`config.mk`:
```
export PLATFORM = sky130hd
export DESIGN_NAME = bus_client_call_and_frame_receiver_core_flat
export DESIGN_NICKNAME = d
export VERILOG_FILES = /design/src/hw/rtl/bcfr_pkg.sv /design/src/hw/rtl/bcfr_in_if.sv /design/src/hw/rtl/bcfr_out_if.sv /design/src/hw/rtl/bcfr_ram.sv /design/src/hw/rtl/bcfr_front.sv /design/src/hw/rtl/bcfr_queue.sv /design/src/hw/rtl/bcfr_back.sv /design/src/hw/rtl/bus_client_call_and_frame_receiver_core.sv /design/src/flat_wrapper.sv
export SDC_FILE = /design/constraint.sdc
export NUM_CORES = 1
export LEC_CHECK = 0
export ABC_CLOCK_PERIOD_IN_PS = 7850
export CAP_MARGIN = 5
export CORE_MARGIN = 2
export CORE_UTILIZATION = 50
export CTS_BUF_LIST = sky130_fd_sc_hd__clkbuf_8 sky130_fd_sc_hd__clkbuf_16
export DETAILED_ROUTE_END_ITERATION = 16
export DONT_BUFFER_PORTS = 1
export GPL_TIMING_DRIVEN = 0
export PLACE_DENSITY = 0.72
export RECOVER_POWER = 50
export SYNTH_ARGS = -nofsm -noshare
export SYNTH_HDL_FRONTEND = slang
export SYNTH_SLANG_ARGS = --single-unit
```
`constraint.sdc`:
```
create_clock -name clk -period 7.85 [get_ports clk]
set_input_delay 1.57 -clock clk [delete_from_list [all_inputs] [get_ports clk]]
set_output_delay 1.57 -clock clk [all_outputs]
set_load 0.01 [all_outputs]
```
`src/hw/rtl/bcfr_pkg.sv`:
```
// Shared types, codes and helpers of the bus client call and frame receiver.
`timescale 1ns / 1ps
`default_nettype none
package bcfr_pkg;

	localparam int TIMER_WIDTH_DEF = 16;
	localparam int FRAME_BYTES_DEF = 16;
	localparam int IDX_W           = 5;
	localparam int PADDR_W         = 4;
	localparam int PDATA_W         = 32;
	localparam int NUM_SLOTS       = 8;

	localparam logic [4:0]  OWN_ADDR_RST  = 5'd0;
	localparam logic [15:0] CONN_TO_RST   = 16'd500;
	localparam logic [15:0] FRAME_TO_RST  = 16'd500;

	localparam logic [1:0] REG_OWN_ADDR = 2'd0;
	localparam logic [1:0] REG_CONN_TO  = 2'd1;
	localparam logic [1:0] REG_FRAME_TO = 2'd2;

	localparam logic OP_WORD = 1'b0;
	localparam logic OP_TICK = 1'b1;

	localparam int CALL_BIT = 8;
	localparam logic [4:0] ADDR_BROADCAST = 5'd0;
	localparam logic [1:0] CALL_ACK       = 2'b00;
	localparam logic [1:0] CALL_FRAME     = 2'b11;

	localparam logic [1:0] KIND_EVENT = 2'd0;
	localparam logic [1:0] KIND_MSG   = 2'd1;
	localparam logic [1:0] KIND_TX    = 2'd2;
	localparam logic [1:0] KIND_CLEAR = 2'd3;

	localparam logic [3:0] EV_CONN_ERR   = 4'd0;
	localparam logic [3:0] EV_CONN_OK    = 4'd1;
	localparam logic [3:0] EV_ACK_REQ    = 4'd2;
	localparam logic [3:0] EV_RX_TIMEOUT = 4'd3;
	localparam logic [3:0] EV_XOR_ERR    = 4'd4;
	localparam logic [3:0] EV_OVERRUN    = 4'd5;
	localparam logic [3:0] EV_TX_ERR     = 4'd6;
	localparam logic [3:0] EV_UNKNOWN    = 4'd7;
	localparam logic [3:0] EV_BUSY       = 4'd8;

	localparam logic [7:0] ACK_BYTE      = 8'h20;
	localparam logic [7:0] REPLY_HDR     = 8'h61;
	localparam logic [7:0] REPLY_TX_ERR  = 8'h80;
	localparam logic [7:0] REPLY_BUSY    = 8'h81;
	localparam logic [7:0] REPLY_UNKNOWN = 8'h82;

	// result slots, in emission order
	localparam logic [2:0] SL_CLEAR    = 3'd0;
	localparam logic [2:0] SL_CONN_ERR = 3'd1;
	localparam logic [2:0] SL_RX_TO    = 3'd2;
	localparam logic [2:0] SL_CONN_OK  = 3'd3;
	localparam logic [2:0] SL_TX_HDR   = 3'd4;
	localparam logic [2:0] SL_TX_CHK   = 3'd5;
	localparam logic [2:0] SL_ACK_REQ  = 3'd6;
	localparam logic [2:0] SL_EVENT    = 3'd7;

	typedef struct packed {
		logic [NUM_SLOTS-1:0] mask;
		logic [3:0]           ev_code;
		logic [IDX_W-1:0]     msg_len;
	} job_t;

	typedef struct packed {
		logic [1:0] kind;
		logic [7:0] value;
	} result_t;

	function automatic logic [2:0] low_slot(input logic [NUM_SLOTS-1:0] mask);
		logic [2:0] idx;
		idx = 3'd0;
		for (int i = NUM_SLOTS - 1; i >= 0; i--) begin
			if (mask[i]) begin
				idx = 3'(i);
			end
		end
		return idx;
	endfunction

	function automatic result_t slot_result(input logic [2:0] slot, input logic [3:0] ev_code);
		result_t r;
		r.kind  = KIND_EVENT;
		r.value = 8'd0;
		case (slot)
			SL_CLEAR: begin
				r.kind = KIND_CLEAR;
			end
			SL_CONN_ERR: r.value = 8'(EV_CONN_ERR);
			SL_RX_TO:    r.value = 8'(EV_RX_TIMEOUT);
			SL_CONN_OK:  r.value = 8'(EV_CONN_OK);
			SL_TX_HDR, SL_TX_CHK: begin
				r.kind  = KIND_TX;
				r.value = ACK_BYTE;
			end
			SL_ACK_REQ:  r.value = 8'(EV_ACK_REQ);
			default:     r.value = 8'(ev_code);
		endcase
		return r;
	endfunction

endpackage
`default_nettype wire

```
`src/hw/rtl/bcfr_in_if.sv`:
```
// Input channel: received bus words and millisecond ticks.
`timescale 1ns / 1ps
`default_nettype none
interface bcfr_in_if;
	logic       valid;
	logic       ready;
	logic       operation;
	logic [8:0] bus_word;

	modport source (output valid, output operation, output bus_word, input ready);
	modport sink (input valid, input operation, input bus_word, output ready);
endinterface
`default_nettype wire

```
`src/hw/rtl/bcfr_out_if.sv`:
```
// Output channel: events, message bytes and transmit commands.
`timescale 1ns / 1ps
`default_nettype none
interface bcfr_out_if;
	logic       valid;
	logic       ready;
	logic [1:0] kind;
	logic [7:0] value;
	logic       last;

	modport source (output valid, output kind, output value, output last, input ready);
	modport sink (input valid, input kind, input value, input last, output ready);
endinterface
`default_nettype wire

```
`src/hw/rtl/bcfr_ram.sv`:
```
// Generic single-write, single-read RAM with registered read data.
`timescale 1ns / 1ps
`default_nettype none
module bcfr_ram #(
	parameter int WIDTH = 8,
	parameter int DEPTH = 16,
	localparam int AW   = (DEPTH > 1) ? $clog2(DEPTH) : 1
) (
	input  wire logic             clk,
	input  wire logic             we,
	input  wire logic [AW-1:0]    waddr,
	input  wire logic [WIDTH-1:0] wdata,
	input  wire logic             re,
	input  wire logic [AW-1:0]    raddr,
	output logic      [WIDTH-1:0] rdata
);

	logic [WIDTH-1:0] mem_q [DEPTH];

	always_ff @(posedge clk) begin
		if (we) begin
			mem_q[waddr] <= wdata;
		end
		if (re) begin
			rdata <= mem_q[raddr];
		end
	end

endmodule
`default_nettype wire

```
`src/hw/rtl/bcfr_front.sv`:
```
// Front end: accepts words and ticks, tracks link and frame state, issues result jobs.
`timescale 1ns / 1ps
`default_nettype none
module bcfr_front #(
	parameter int TIMER_WIDTH = bcfr_pkg::TIMER_WIDTH_DEF,
	parameter int FRAME_BYTES = bcfr_pkg::FRAME_BYTES_DEF,
	localparam int AW         = (FRAME_BYTES > 1) ? $clog2(FRAME_BYTES) : 1
) (
	input  wire logic               clk,
	input  wire logic               arst_n,
	bcfr_in_if.sink                 rx,
	input  wire logic [4:0]         own_addr,
	input  wire logic [15:0]        conn_to,
	input  wire logic [15:0]        frame_to,
	input  wire logic               q_full,
	output logic                    q_wr,
	output bcfr_pkg::job_t          q_data,
	input  wire logic               msg_done,
	output logic                    ram_we,
	output logic [AW-1:0]           ram_waddr,
	output logic [7:0]              ram_wdata
);

	localparam int CW = (TIMER_WIDTH > 16) ? TIMER_WIDTH : 16;
	localparam logic [TIMER_WIDTH-1:0] MS_MAX = '1;

	typedef enum logic [1:0] {
		PH_IDLE,
		PH_HEADER,
		PH_DATA
	} phase_t;

	phase_t                               phase_q, phase_n, phase_a;
	logic                                 link_q, link_n, link_a;
	logic                                 busy_q;
	logic [TIMER_WIDTH-1:0]               ms_q, ms_n, ms_inc;
	logic [bcfr_pkg::IDX_W-1:0]           idx_q, idx_n, idx_inc;
	logic [bcfr_pkg::IDX_W-1:0]           size_q, size_n;
	logic [7:0]                           chk_q, chk_n, chk_x;
	logic [7:0]                           b0_q, b0_n, b1_q, b1_n, b1_cur;
	logic [7:0]                           byte_w;
	logic                                 accept;
	bcfr_pkg::job_t                       job;

	assign rx.ready = !q_full && !busy_q;
	assign accept   = rx.valid && rx.ready;
	assign byte_w   = rx.bus_word[7:0];

	always_comb begin
		ms_inc = ms_q;
		if (rx.operation == bcfr_pkg::OP_TICK && ms_q != MS_MAX) begin
			ms_inc = ms_q + 1'b1;
		end
		ms_n     = ms_inc;
		link_a   = link_q;
		phase_a  = phase_q;
		job      = '0;
		idx_n    = idx_q;
		idx_inc  = idx_q + 1'b1;
		size_n   = size_q;
		chk_n    = chk_q;
		chk_x    = chk_q ^ byte_w;
		b0_n     = b0_q;
		b1_n     = b1_q;
		b1_cur   = (idx_q == bcfr_pkg::IDX_W'(1)) ? byte_w : b1_q;
		ram_we   = 1'b0;
		ram_waddr = idx_q[AW-1:0];
		ram_wdata = byte_w;

		if (!link_q && (CW'(ms_inc) > CW'(conn_to))) begin
			job.mask[bcfr_pkg::SL_CLEAR]    = 1'b1;
			job.mask[bcfr_pkg::SL_CONN_ERR] = 1'b1;
			link_a  = 1'b1;
			phase_a = PH_IDLE;
		end
		if (phase_a == PH_DATA && (CW'(ms_inc) >= CW'(frame_to))) begin
			job.mask[bcfr_pkg::SL_RX_TO] = 1'b1;
			phase_a = PH_IDLE;
		end
		link_n  = link_a;
		phase_n = phase_a;

		if (rx.operation == bcfr_pkg::OP_WORD) begin
			case (phase_a)
				PH_HEADER: begin
					ram_we    = 1'b1;
					ram_waddr = '0;
					b0_n      = byte_w;
					chk_n     = byte_w;
					size_n    = {1'b0, byte_w[3:0]} + 1'b1;
					idx_n     = bcfr_pkg::IDX_W'(1);
					phase_n   = PH_DATA;
				end
				PH_DATA: begin
					ram_we = 1'b1;
					chk_n  = chk_x;
					if (idx_q == bcfr_pkg::IDX_W'(1)) begin
						b1_n = byte_w;
					end
					if (idx_q == size_q) begin
						phase_n = PH_IDLE;
						if (chk_x != 8'd0) begin
							job.mask[bcfr_pkg::SL_EVENT] = 1'b1;
							job.ev_code = bcfr_pkg::EV_XOR_ERR;
						end else if (b0_q == bcfr_pkg::REPLY_HDR &&
								b1_cur == bcfr_pkg::REPLY_TX_ERR) begin
							job.mask[bcfr_pkg::SL_EVENT] = 1'b1;
							job.ev_code = bcfr_pkg::EV_TX_ERR;
						end else if (b0_q == bcfr_pkg::REPLY_HDR &&
								b1_cur == bcfr_pkg::REPLY_UNKNOWN) begin
							job.mask[bcfr_pkg::SL_EVENT] = 1'b1;
							job.ev_code = bcfr_pkg::EV_UNKNOWN;
						end else if (b0_q == bcfr_pkg::REPLY_HDR &&
								b1_cur == bcfr_pkg::REPLY_BUSY) begin
							job.mask[bcfr_pkg::SL_EVENT] = 1'b1;
							job.ev_code = bcfr_pkg::EV_BUSY;
						end else begin
							job.msg_len = size_q;
						end
					end else begin
						idx_n = idx_inc;
						if (idx_inc == bcfr_pkg::IDX_W'(FRAME_BYTES)) begin
							job.mask[bcfr_pkg::SL_EVENT] = 1'b1;
							job.ev_code = bcfr_pkg::EV_OVERRUN;
							phase_n = PH_IDLE;
						end
					end
				end
				default: begin
					phase_n = PH_IDLE;
					ms_n    = '0;
					if (rx.bus_word[bcfr_pkg::CALL_BIT]) begin
						job.mask[bcfr_pkg::SL_CONN_OK] = link_a;
						link_n = 1'b0;
						if (rx.bus_word[4:0] == bcfr_pkg::ADDR_BROADCAST) begin
							phase_n = PH_HEADER;
						end else if (rx.bus_word[4:0] == own_addr) begin
							case (rx.bus_word[6:5])
								bcfr_pkg::CALL_ACK: begin
									job.mask[bcfr_pkg::SL_TX_HDR]  = 1'b1;
									job.mask[bcfr_pkg::SL_TX_CHK]  = 1'b1;
									job.mask[bcfr_pkg::SL_ACK_REQ] = 1'b1;
								end
								bcfr_pkg::CALL_FRAME: phase_n = PH_HEADER;
								default: ;
							endcase
						end
					end
				end
			endcase
		end

		ram_we = ram_we && accept;
		q_wr   = accept && (job.mask != '0 || job.msg_len != '0);
		q_data = job;
	end

	always_ff @(posedge clk or negedge arst_n) begin
		if (!arst_n) begin
			phase_q <= PH_IDLE;
			link_q  <= 1'b0;
			busy_q  <= 1'b0;
			ms_q    <= '0;
			idx_q   <= '0;
			size_q  <= '0;
			chk_q   <= '0;
			b0_q    <= '0;
			b1_q    <= '0;
		end else begin
			if (accept) begin
				phase_q <= phase_n;
				link_q  <= link_n;
				ms_q    <= ms_n;
				idx_q   <= idx_n;
				size_q  <= size_n;
				chk_q   <= chk_n;
				b0_q    <= b0_n;
				b1_q    <= b1_n;
			end
			if (q_wr && job.msg_len != '0) begin
				busy_q <= 1'b1;
			end else if (msg_done) begin
				busy_q <= 1'b0;
			end
		end
	end

endmodule
`default_nettype wire

```
`src/hw/rtl/bcfr_queue.sv`:
```
// Two-entry job queue between front and back end.
`timescale 1ns / 1ps
`default_nettype none
module bcfr_queue (
	input  wire logic          clk,
	input  wire logic          arst_n,
	input  wire logic          wr,
	input  bcfr_pkg::job_t     wr_data,
	output logic               full,
	input  wire logic          rd,
	output bcfr_pkg::job_t     rd_data,
	output logic               empty
);

	bcfr_pkg::job_t entry_q [2];
	logic           wptr_q, rptr_q;
	logic [1:0]     cnt_q;

	assign full    = (cnt_q == 2'd2);
	assign empty   = (cnt_q == 2'd0);
	assign rd_data = entry_q[rptr_q];

	always_ff @(posedge clk) begin
		if (wr) begin
			entry_q[wptr_q] <= wr_data;
		end
	end

	always_ff @(posedge clk or negedge arst_n) begin
		if (!arst_n) begin
			wptr_q <= 1'b0;
			rptr_q <= 1'b0;
			cnt_q  <= 2'd0;
		end else begin
			if (wr) begin
				wptr_q <= !wptr_q;
			end
			if (rd) begin
				rptr_q <= !rptr_q;
			end
			case ({wr, rd})
				2'b10:   cnt_q <= cnt_q + 1'b1;
				2'b01:   cnt_q <= cnt_q - 1'b1;
				default: cnt_q <= cnt_q;
			endcase
		end
	end

endmodule
`default_nettype wire

```
`src/hw/rtl/bcfr_back.sv`:
```
// Back end: expands jobs into results, streams stored frame bytes, drives the output register.
`timescale 1ns / 1ps
`default_nettype none
module bcfr_back #(
	parameter int FRAME_BYTES = bcfr_pkg::FRAME_BYTES_DEF,
	localparam int AW         = (FRAME_BYTES > 1) ? $clog2(FRAME_BYTES) : 1
) (
	input  wire logic          clk,
	input  wire logic          arst_n,
	input  bcfr_pkg::job_t     q_data,
	input  wire logic          q_empty,
	output logic               q_rd,
	output logic               ram_re,
	output logic [AW-1:0]      ram_raddr,
	input  wire logic [7:0]    ram_rdata,
	output logic               msg_done,
	bcfr_out_if.source         res
);

	logic                                active_q;
	logic [bcfr_pkg::NUM_SLOTS-1:0]      mask_q, mask_rest;
	logic [3:0]                          ev_q;
	logic [bcfr_pkg::IDX_W-1:0]          rd_left_q, out_left_q, rd_ptr_q;
	logic                                have_q;
	logic                                out_v_q, out_last_q;
	logic [1:0]                          out_kind_q;
	logic [7:0]                          out_value_q;
	logic                                load_ok, ev_pick, byte_pick;
	logic [2:0]                          slot;
	bcfr_pkg::result_t                   slot_res;

	assign load_ok   = !out_v_q || res.ready;
	assign ev_pick   = active_q && mask_q != '0 && load_ok;
	assign byte_pick = active_q && mask_q == '0 && have_q && load_ok;
	assign ram_re    = active_q && rd_left_q != '0 && (!have_q || byte_pick);
	assign ram_raddr = rd_ptr_q[AW-1:0];
	assign q_rd      = !active_q && !q_empty;
	assign msg_done  = byte_pick && out_left_q == bcfr_pkg::IDX_W'(1);
	assign slot      = bcfr_pkg::low_slot(mask_q);
	assign slot_res  = bcfr_pkg::slot_result(slot, ev_q);

	always_comb begin
		mask_rest       = mask_q;
		mask_rest[slot] = 1'b0;
	end

	assign res.valid = out_v_q;
	assign res.kind  = out_kind_q;
	assign res.value = out_value_q;
	assign res.last  = out_last_q;

	always_ff @(posedge clk or negedge arst_n) begin
		if (!arst_n) begin
			active_q    <= 1'b0;
			mask_q      <= '0;
			ev_q        <= '0;
			rd_left_q   <= '0;
			out_left_q  <= '0;
			rd_ptr_q    <= '0;
			have_q      <= 1'b0;
			out_v_q     <= 1'b0;
			out_last_q  <= 1'b0;
			out_kind_q  <= '0;
			out_value_q <= '0;
		end else begin
			if (q_rd) begin
				active_q   <= 1'b1;
				mask_q     <= q_data.mask;
				ev_q       <= q_data.ev_code;
				rd_left_q  <= q_data.msg_len;
				out_left_q <= q_data.msg_len;
				rd_ptr_q   <= '0;
				have_q     <= 1'b0;
			end else if (active_q && mask_q == '0 && out_left_q == '0) begin
				active_q <= 1'b0;
			end

			if (ev_pick) begin
				mask_q <= mask_rest;
			end

			if (ram_re) begin
				rd_ptr_q  <= rd_ptr_q + 1'b1;
				rd_left_q <= rd_left_q - 1'b1;
				have_q    <= 1'b1;
			end else if (byte_pick) begin
				have_q <= 1'b0;
			end

			if (byte_pick) begin
				out_left_q <= out_left_q - 1'b1;
			end

			if (ev_pick) begin
				out_v_q     <= 1'b1;
				out_kind_q  <= slot_res.kind;
				out_value_q <= slot_res.value;
				out_last_q  <= (mask_rest == '0) && (out_left_q == '0);
			end else if (byte_pick) begin
				out_v_q     <= 1'b1;
				out_kind_q  <= bcfr_pkg::KIND_MSG;
				out_value_q <= ram_rdata;
				out_last_q  <= (out_left_q == bcfr_pkg::IDX_W'(1));
			end else if (res.ready) begin
				out_v_q <= 1'b0;
			end
		end
	end

endmodule
`default_nettype wire

```
`src/hw/rtl/bus_client_call_and_frame_receiver_core.sv`:
```
// Top level of the bus client call and frame receiver.
//
// Channel rx carries one item per transfer: a received 9-bit bus word (operation 0)
// or a one millisecond tick (operation 1). Channel res returns the results of each
// item, one per transfer, with last set on the final one; an item that causes no
// result returns nothing. The APB port holds own address and the two timeouts.
//
// An item's job is written into the job queue, then loaded into the back end, and
// its result is registered in the output register; a message byte is first read
// from the frame RAM. While res is ready, events come one per cycle; a completed
// frame streams its stored bytes one per cycle from the frame RAM, with the RAM's
// read latency hidden by prefetch. The front takes an item every cycle while the
// two-entry job queue has room and no frame's message bytes are still pending;
// items without results never use the queue. The back end takes a new job only
// after it has emitted every result of its current job.
//
// Reset clears link, timer and frame state, the queue and the output register;
// the frame RAM is not cleared and is read only at positions written in the
// current frame. When res stalls, the output register holds its result, the back
// end waits and the queue fills, after which rx drops ready.
`timescale 1ns / 1ps
`default_nettype none
module bus_client_call_and_frame_receiver_core #(
	parameter int TIMER_WIDTH = bcfr_pkg::TIMER_WIDTH_DEF,
	parameter int FRAME_BYTES = bcfr_pkg::FRAME_BYTES_DEF
) (
	input  wire logic                         clk,
	input  wire logic                         arst_n,
	bcfr_in_if.sink                           rx,
	bcfr_out_if.source                        res,
	input  wire logic                         psel,
	input  wire logic                         penable,
	input  wire logic                         pwrite,
	input  wire logic [bcfr_pkg::PADDR_W-1:0] paddr,
	input  wire logic [bcfr_pkg::PDATA_W-1:0] pwdata,
	output logic      [bcfr_pkg::PDATA_W-1:0] prdata,
	output logic                              pready
);

	localparam int AW = (FRAME_BYTES > 1) ? $clog2(FRAME_BYTES) : 1;

	logic [4:0]     own_addr_q;
	logic [15:0]    conn_to_q, frame_to_q;
	logic           wr_en;
	logic [1:0]     reg_idx;

	logic           q_wr, q_rd, q_full, q_empty, msg_done;
	bcfr_pkg::job_t q_wdata, q_rdata;
	logic           ram_we, ram_re;
	logic [AW-1:0]  ram_waddr, ram_raddr;
	logic [7:0]     ram_wdata, ram_rdata;

	assign pready  = 1'b1;
	assign wr_en   = psel && penable && pwrite && pready;
	assign reg_idx = paddr[3:2];

	always_comb begin
		case (reg_idx)
			bcfr_pkg::REG_OWN_ADDR: prdata = bcfr_pkg::PDATA_W'(own_addr_q);
			bcfr_pkg::REG_CONN_TO:  prdata = bcfr_pkg::PDATA_W'(conn_to_q);
			bcfr_pkg::REG_FRAME_TO: prdata = bcfr_pkg::PDATA_W'(frame_to_q);
			default:                prdata = '0;
		endcase
	end

	always_ff @(posedge clk or negedge arst_n) begin
		if (!arst_n) begin
			own_addr_q <= bcfr_pkg::OWN_ADDR_RST;
			conn_to_q  <= bcfr_pkg::CONN_TO_RST;
			frame_to_q <= bcfr_pkg::FRAME_TO_RST;
		end else if (wr_en) begin
			case (reg_idx)
				bcfr_pkg::REG_OWN_ADDR: own_addr_q <= pwdata[4:0];
				bcfr_pkg::REG_CONN_TO:  conn_to_q  <= pwdata[15:0];
				bcfr_pkg::REG_FRAME_TO: frame_to_q <= pwdata[15:0];
				default: ;
			endcase
		end
	end

	bcfr_front #(
		.TIMER_WIDTH (TIMER_WIDTH),
		.FRAME_BYTES (FRAME_BYTES)
	) u_front (
		.clk       (clk),
		.arst_n    (arst_n),
		.rx        (rx),
		.own_addr  (own_addr_q),
		.conn_to   (conn_to_q),
		.frame_to  (frame_to_q),
		.q_full    (q_full),
		.q_wr      (q_wr),
		.q_data    (q_wdata),
		.msg_done  (msg_done),
		.ram_we    (ram_we),
		.ram_waddr (ram_waddr),
		.ram_wdata (ram_wdata)
	);

	bcfr_queue u_queue (
		.clk     (clk),
		.arst_n  (arst_n),
		.wr      (q_wr),
		.wr_data (q_wdata),
		.full    (q_full),
		.rd      (q_rd),
		.rd_data (q_rdata),
		.empty   (q_empty)
	);

	bcfr_ram #(
		.WIDTH (8),
		.DEPTH (FRAME_BYTES)
	) u_frame_ram (
		.clk   (clk),
		.we    (ram_we),
		.waddr (ram_waddr),
		.wdata (ram_wdata),
		.re    (ram_re),
		.raddr (ram_raddr),
		.rdata (ram_rdata)
	);

	bcfr_back #(
		.FRAME_BYTES (FRAME_BYTES)
	) u_back (
		.clk       (clk),
		.arst_n    (arst_n),
		.q_data    (q_rdata),
		.q_empty   (q_empty),
		.q_rd      (q_rd),
		.ram_re    (ram_re),
		.ram_raddr (ram_raddr),
		.ram_rdata (ram_rdata),
		.msg_done  (msg_done),
		.res       (res)
	);

endmodule
`default_nettype wire

```
`src/flat_wrapper.sv`:
```
// flat-port wrapper written by rule: the top's interface ports become plain ports
module bus_client_call_and_frame_receiver_core_flat 
#(
	parameter int TIMER_WIDTH = bcfr_pkg::TIMER_WIDTH_DEF,
	parameter int FRAME_BYTES = bcfr_pkg::FRAME_BYTES_DEF
)
  (clk, arst_n, psel, penable, pwrite, paddr, pwdata, prdata, pready, rx_valid, rx_operation, rx_bus_word, rx_ready, res_valid, res_kind, res_value, res_last, res_ready);
  bcfr_in_if rx_i ();
  bcfr_out_if res_i ();
  input  wire logic clk;
  input  wire logic arst_n;
  input  wire logic psel;
  input  wire logic penable;
  input  wire logic pwrite;
  input  wire logic [bcfr_pkg::PADDR_W-1:0] paddr;
  input  wire logic [bcfr_pkg::PDATA_W-1:0] pwdata;
  output logic      [bcfr_pkg::PDATA_W-1:0] prdata;
  output logic pready;
  input wire logic [$bits(rx_i.valid)-1:0] rx_valid;
  input wire logic [$bits(rx_i.operation)-1:0] rx_operation;
  input wire logic [$bits(rx_i.bus_word)-1:0] rx_bus_word;
  output wire logic [$bits(rx_i.ready)-1:0] rx_ready;
  output wire logic [$bits(res_i.valid)-1:0] res_valid;
  output wire logic [$bits(res_i.kind)-1:0] res_kind;
  output wire logic [$bits(res_i.value)-1:0] res_value;
  output wire logic [$bits(res_i.last)-1:0] res_last;
  input wire logic [$bits(res_i.ready)-1:0] res_ready;
  assign rx_i.valid = rx_valid;
  assign rx_i.operation = rx_operation;
  assign rx_i.bus_word = rx_bus_word;
  assign rx_ready = rx_i.ready;
  assign res_valid = res_i.valid;
  assign res_kind = res_i.kind;
  assign res_value = res_i.value;
  assign res_last = res_i.last;
  assign res_i.ready = res_ready;
  bus_client_call_and_frame_receiver_core #(.TIMER_WIDTH(TIMER_WIDTH), .FRAME_BYTES(FRAME_BYTES)) u_core (.clk(clk), .arst_n(arst_n), .rx(rx_i), .res(res_i), .psel(psel), .penable(penable), .pwrite(pwrite), .paddr(paddr), .pwdata(pwdata), .prdata(prdata), .pready(pready));
endmodule
```
==> results.ini <==
[floorplanning]
dieArea_um2 = 30000
initial_core_util = 0.511
core_area_um2 = 28000
fp.dieH_um = 173
num_rows = 61
die_x_um = 173
ios = 99

[pwr]
pwr-share-clk = 0.281
switching_share = 0.338
comb_power_share = 0.308
powerDensity_nw_per_um2 = 326
p_leak_nw = 6.30
pwr-share-seq = 0.411
p_switching_mw = 1.76
finalPower_mw = 5.21
internal_power_mw = 3.45
ir_worst_vdd_v = 0.000167

[clocking]
cts_sinks = 299
hold_buffers = 0
clkLatencyLatePin_ns = 0.55
cts_inserted_buffers = 30
clk_pin_slew_ns = 0.06
cts_root_buf = clkbuf_16
htreeDepth = 1
clock_path_buffers = 3
cts_tree = yes

[synthesis]
ys_warn_count = 0
synthMuxAreaShare = 0.0815
synth.distinct_cells = 78
synth_top_area_share = 0.344
synth_edf_count = 164
synth_top_family_by_area = compound AO/OA/AOI/OAI gates
seq_area_frac_synth = 0.581
synthCells = 1217
synth.area.top_cells = edfxtp_1 (34%), dfrtp_1 (21%), nand2_1 (4.0%)
synth_compound_area_frac = 0.121
yosysTopAreaCell = edfxtp_1
yosys.area_share.adder = 0.0393
synthFlopType = edfxtp_1
syn_avg_cell_area_um2 = 11.8
ys_top_cells_by_count = edfxtp_1 (164), nand2_1 (151), dfrtp_1 (123)
ys_ff_latch = 299
synth_most_common_cell = edfxtp_1
synthArstFlopShare = 0.452
syn_area_um2 = 14300
synthSimpleGateAreaFrac = 0.111
synth_xor_area_frac = 0.0269

[drt]
wl_per_cell_um = 19.4
vias = 9678
routed_wl_mm = 32.5
routed_via_density = 5.79
detail-route-antenna-nets = 0
dr.pass1.iters = 7
first_iter_violations = 759
drc = 0

[sta]
worst_pin_slew_ns = 1.24
clock_skew_ns = 0.0166
fmax_mhz = 137
relSlewSlack = 0.167
whs_ns = 0.472
drv_slew = 0
hold_viol = 0
period_minus_slack_ns = 7.32
finalCritPeriodShare = 0.932
setup_violations = 0
timing.final.ws_setup_ns = 0.533
rsz0062_at_grt = no

[critical_path]
critPathCaptureType = register
critPathMaxStageDelay_ns = 0.99
arrival_ns = 7.47
cp_top_family = simple AND/OR/NAND/NOR gates
cpMaxStageDelayCell = nor3_1
crit_path_cell_trace = clkbuf_1 > and4_1 > and3_1 > a311oi_1 > nor2b_1 > clkbuf_1 > nand3_1 > xnor2_1 > ha_1 > nand4_1 > or4_1 > a21o_1 > a311o_1 > nand2_1 > nor3_1 > ha_1 > or3_1 > a31oi_1 > nand3_1 > nor3_1
crit_type = reg -> reg
path_buf_inv = 2
cp_max_fo = 8
crit_path_start_kind = register
crit_required_ns = 8.00

[finish]
area_growth_pct = 11.4
nNetsFinal = 1367
post-route-util = 0.569
drive_gt1_frac = 0.118

[global_routing]
grt_max_degree = 136
grt_pass1_vias = 9537
grtUsageTotal = 0.216
overflow = 0
grt_pass1_wl_mm = 51.9
grt_antenna_before_repair = 1

[status]
outcome = completed

[hold_path]
min_path_type = reg -> reg

[run]
max-cap-violations = 0

[placed_design]
io_buffers = 0
place.gp.congestion = 0.882
dp_slack_ns = -0.173
dpl.hpwl_mm = 22.6

==> per-layer routing <==
| layer | part of all wire | track usage | wire length (µm) | vias up |
|---|---|---|---|---|
| met5 | 0 | 0 | 0 | - |
| met4 | 0.024 | 0.0547 | 784 | 0 |
| met3 | 0.063 | 0.0366 | 2030 | 64 |
| met2 | 0.48 | 0.362 | 15600 | 305 |
| met1 | 0.43 | 0.294 | 14100 | 4774 |
| li1 | - | - | - | 4535 |
==> metrics by stage <==
| step | setup TNS (ns) | instance area [µm²] | std cells |
|---|---|---|---|
| after global routing | 0 | 15900 | 1671 |
| after CTS | 0 | 15900 | 1669 |
| after global placement | -3.10 | 14800 | 1610 |
| final | 0 | 15900 | 1672 |
| after detailed placement | -2.41 | 14900 | 1613 |
| after floorplan | 0 | 14400 | 1232 |
==> power groups by stage <==
stage / Clock, mW / Combinational, mW / Sequential [mW]
after floorplan: 0 / 1.20 / 2.11
after global placement: 0 / 1.54 / 2.16
after detailed placement: 0 / 1.58 / 2.17
after CTS: 1.48 / 1.60 / 2.14
after global routing: 1.55 / 1.77 / 2.17
final: 1.46 / 1.60 / 2.14
==> kinds of logic after synthesis <==
logic type                 Yosys count
AOI/OAI and AO/OA                  272
xor gates and xnor gates            44
adders and majority gates           45
buffers and inverters              131
DFF                                299
muxes                               93
other                                2
and+or+nand+nor                    331
==> cells in the final DEF (no fill, tap or decap), types with 7 or more instances in the layout <==
cell,n
o22ai_1,16
a22oi_1,8
dfstp_2,12
clkbuf_16,32
nor3_1,19
nand4_1,8
inv_1,60
dfrtp_1,123
and3_1,7
o21ai_0,101
a31oi_1,12
mux2i_1,49
xor2_1,10
clkbuf_1,53
a21o_1,8
clkbuf_8,9
ha_1,45
edfxtp_1,164
a22o_1,15
buf_4,22
nand2_1,151
nor2_1,57
mux2_2,28
conb_1,17
nor2b_1,7
xnor2_1,34
nand3_1,25
mux4_2,16
a221oi_1,8
o211ai_1,7
a21oi_1,50
and2_1,9
==> registers in the layout, indices dropped and copies added, names as in the netlist, 4 cells and up <==
signal,count
u_core.u_back.mask_q,8
u_core.u_back.rd_ptr_q,4
u_core.u_front.chk_q,8
u_core.u_frame_ram.rdata,8
u_core.u_back.ev_q,4
u_core.u_front.ms_q,16
u_core.frame_to_q,16
u_core.u_front.b0_q,8
u_core.u_front.b1_q,8
u_core.u_back.rd_left_q,5
u_core.u_front.idx_q,5
u_core.own_addr_q,5
u_core.u_back.out_left_q,5
u_core.u_queue.entry_q,28
u_core.u_front.size_q,5
u_core.u_back.res.value,8
u_core.conn_to_q,16
u_core.u_frame_ram.mem_q,128
==> path summary, 6_finish.rpt <==
kind / slack, ns / start / end / cells after the start
worst max register to register: 0.53 / u_core.u_front.ms_q[8] / u_core.u_frame_ram.mem_q[4][1] / 20
worst min-delay path: 0.47 / u_core.u_frame_ram.rdata[4] / u_core.u_back.res.value[4] / 1
max in group asynchronous: 6.88 / arst_n / u_core.conn_to_q[2] / 0
worst min register to register: 0.47 / u_core.u_frame_ram.rdata[4] / u_core.u_back.res.value[4] / 1
worst max-delay path: 0.53 / u_core.u_front.ms_q[8] / u_core.u_frame_ram.mem_q[4][1] / 20
min in group asynchronous: 0.72 / arst_n / u_core.conn_to_q[9] / 0
==> final cells by class <==
class / count / area (µm²)
well taps: 378 / 473
clock inverters: 15 / 116
multi-input cells: 802 / 5510
fillers: 2284 / 12100
plain buffers: 78 / 364
inverters: 53 / 199
clock buffers: 41 / 925
diodes: 1 / 2.50
flip-flops and latches: 299 / 8320
repair buffers: 5 / 37.5
==> repair_timing <==
action | 4_1_cts | 5_1_grt
setup buffers | 0 | 0
gates resized for setup | 0 | 1
endpoints found under the setup margin | 0 | 14
hold endpoints to repair | 0 | 0
(Power assumes the default switching activity.)
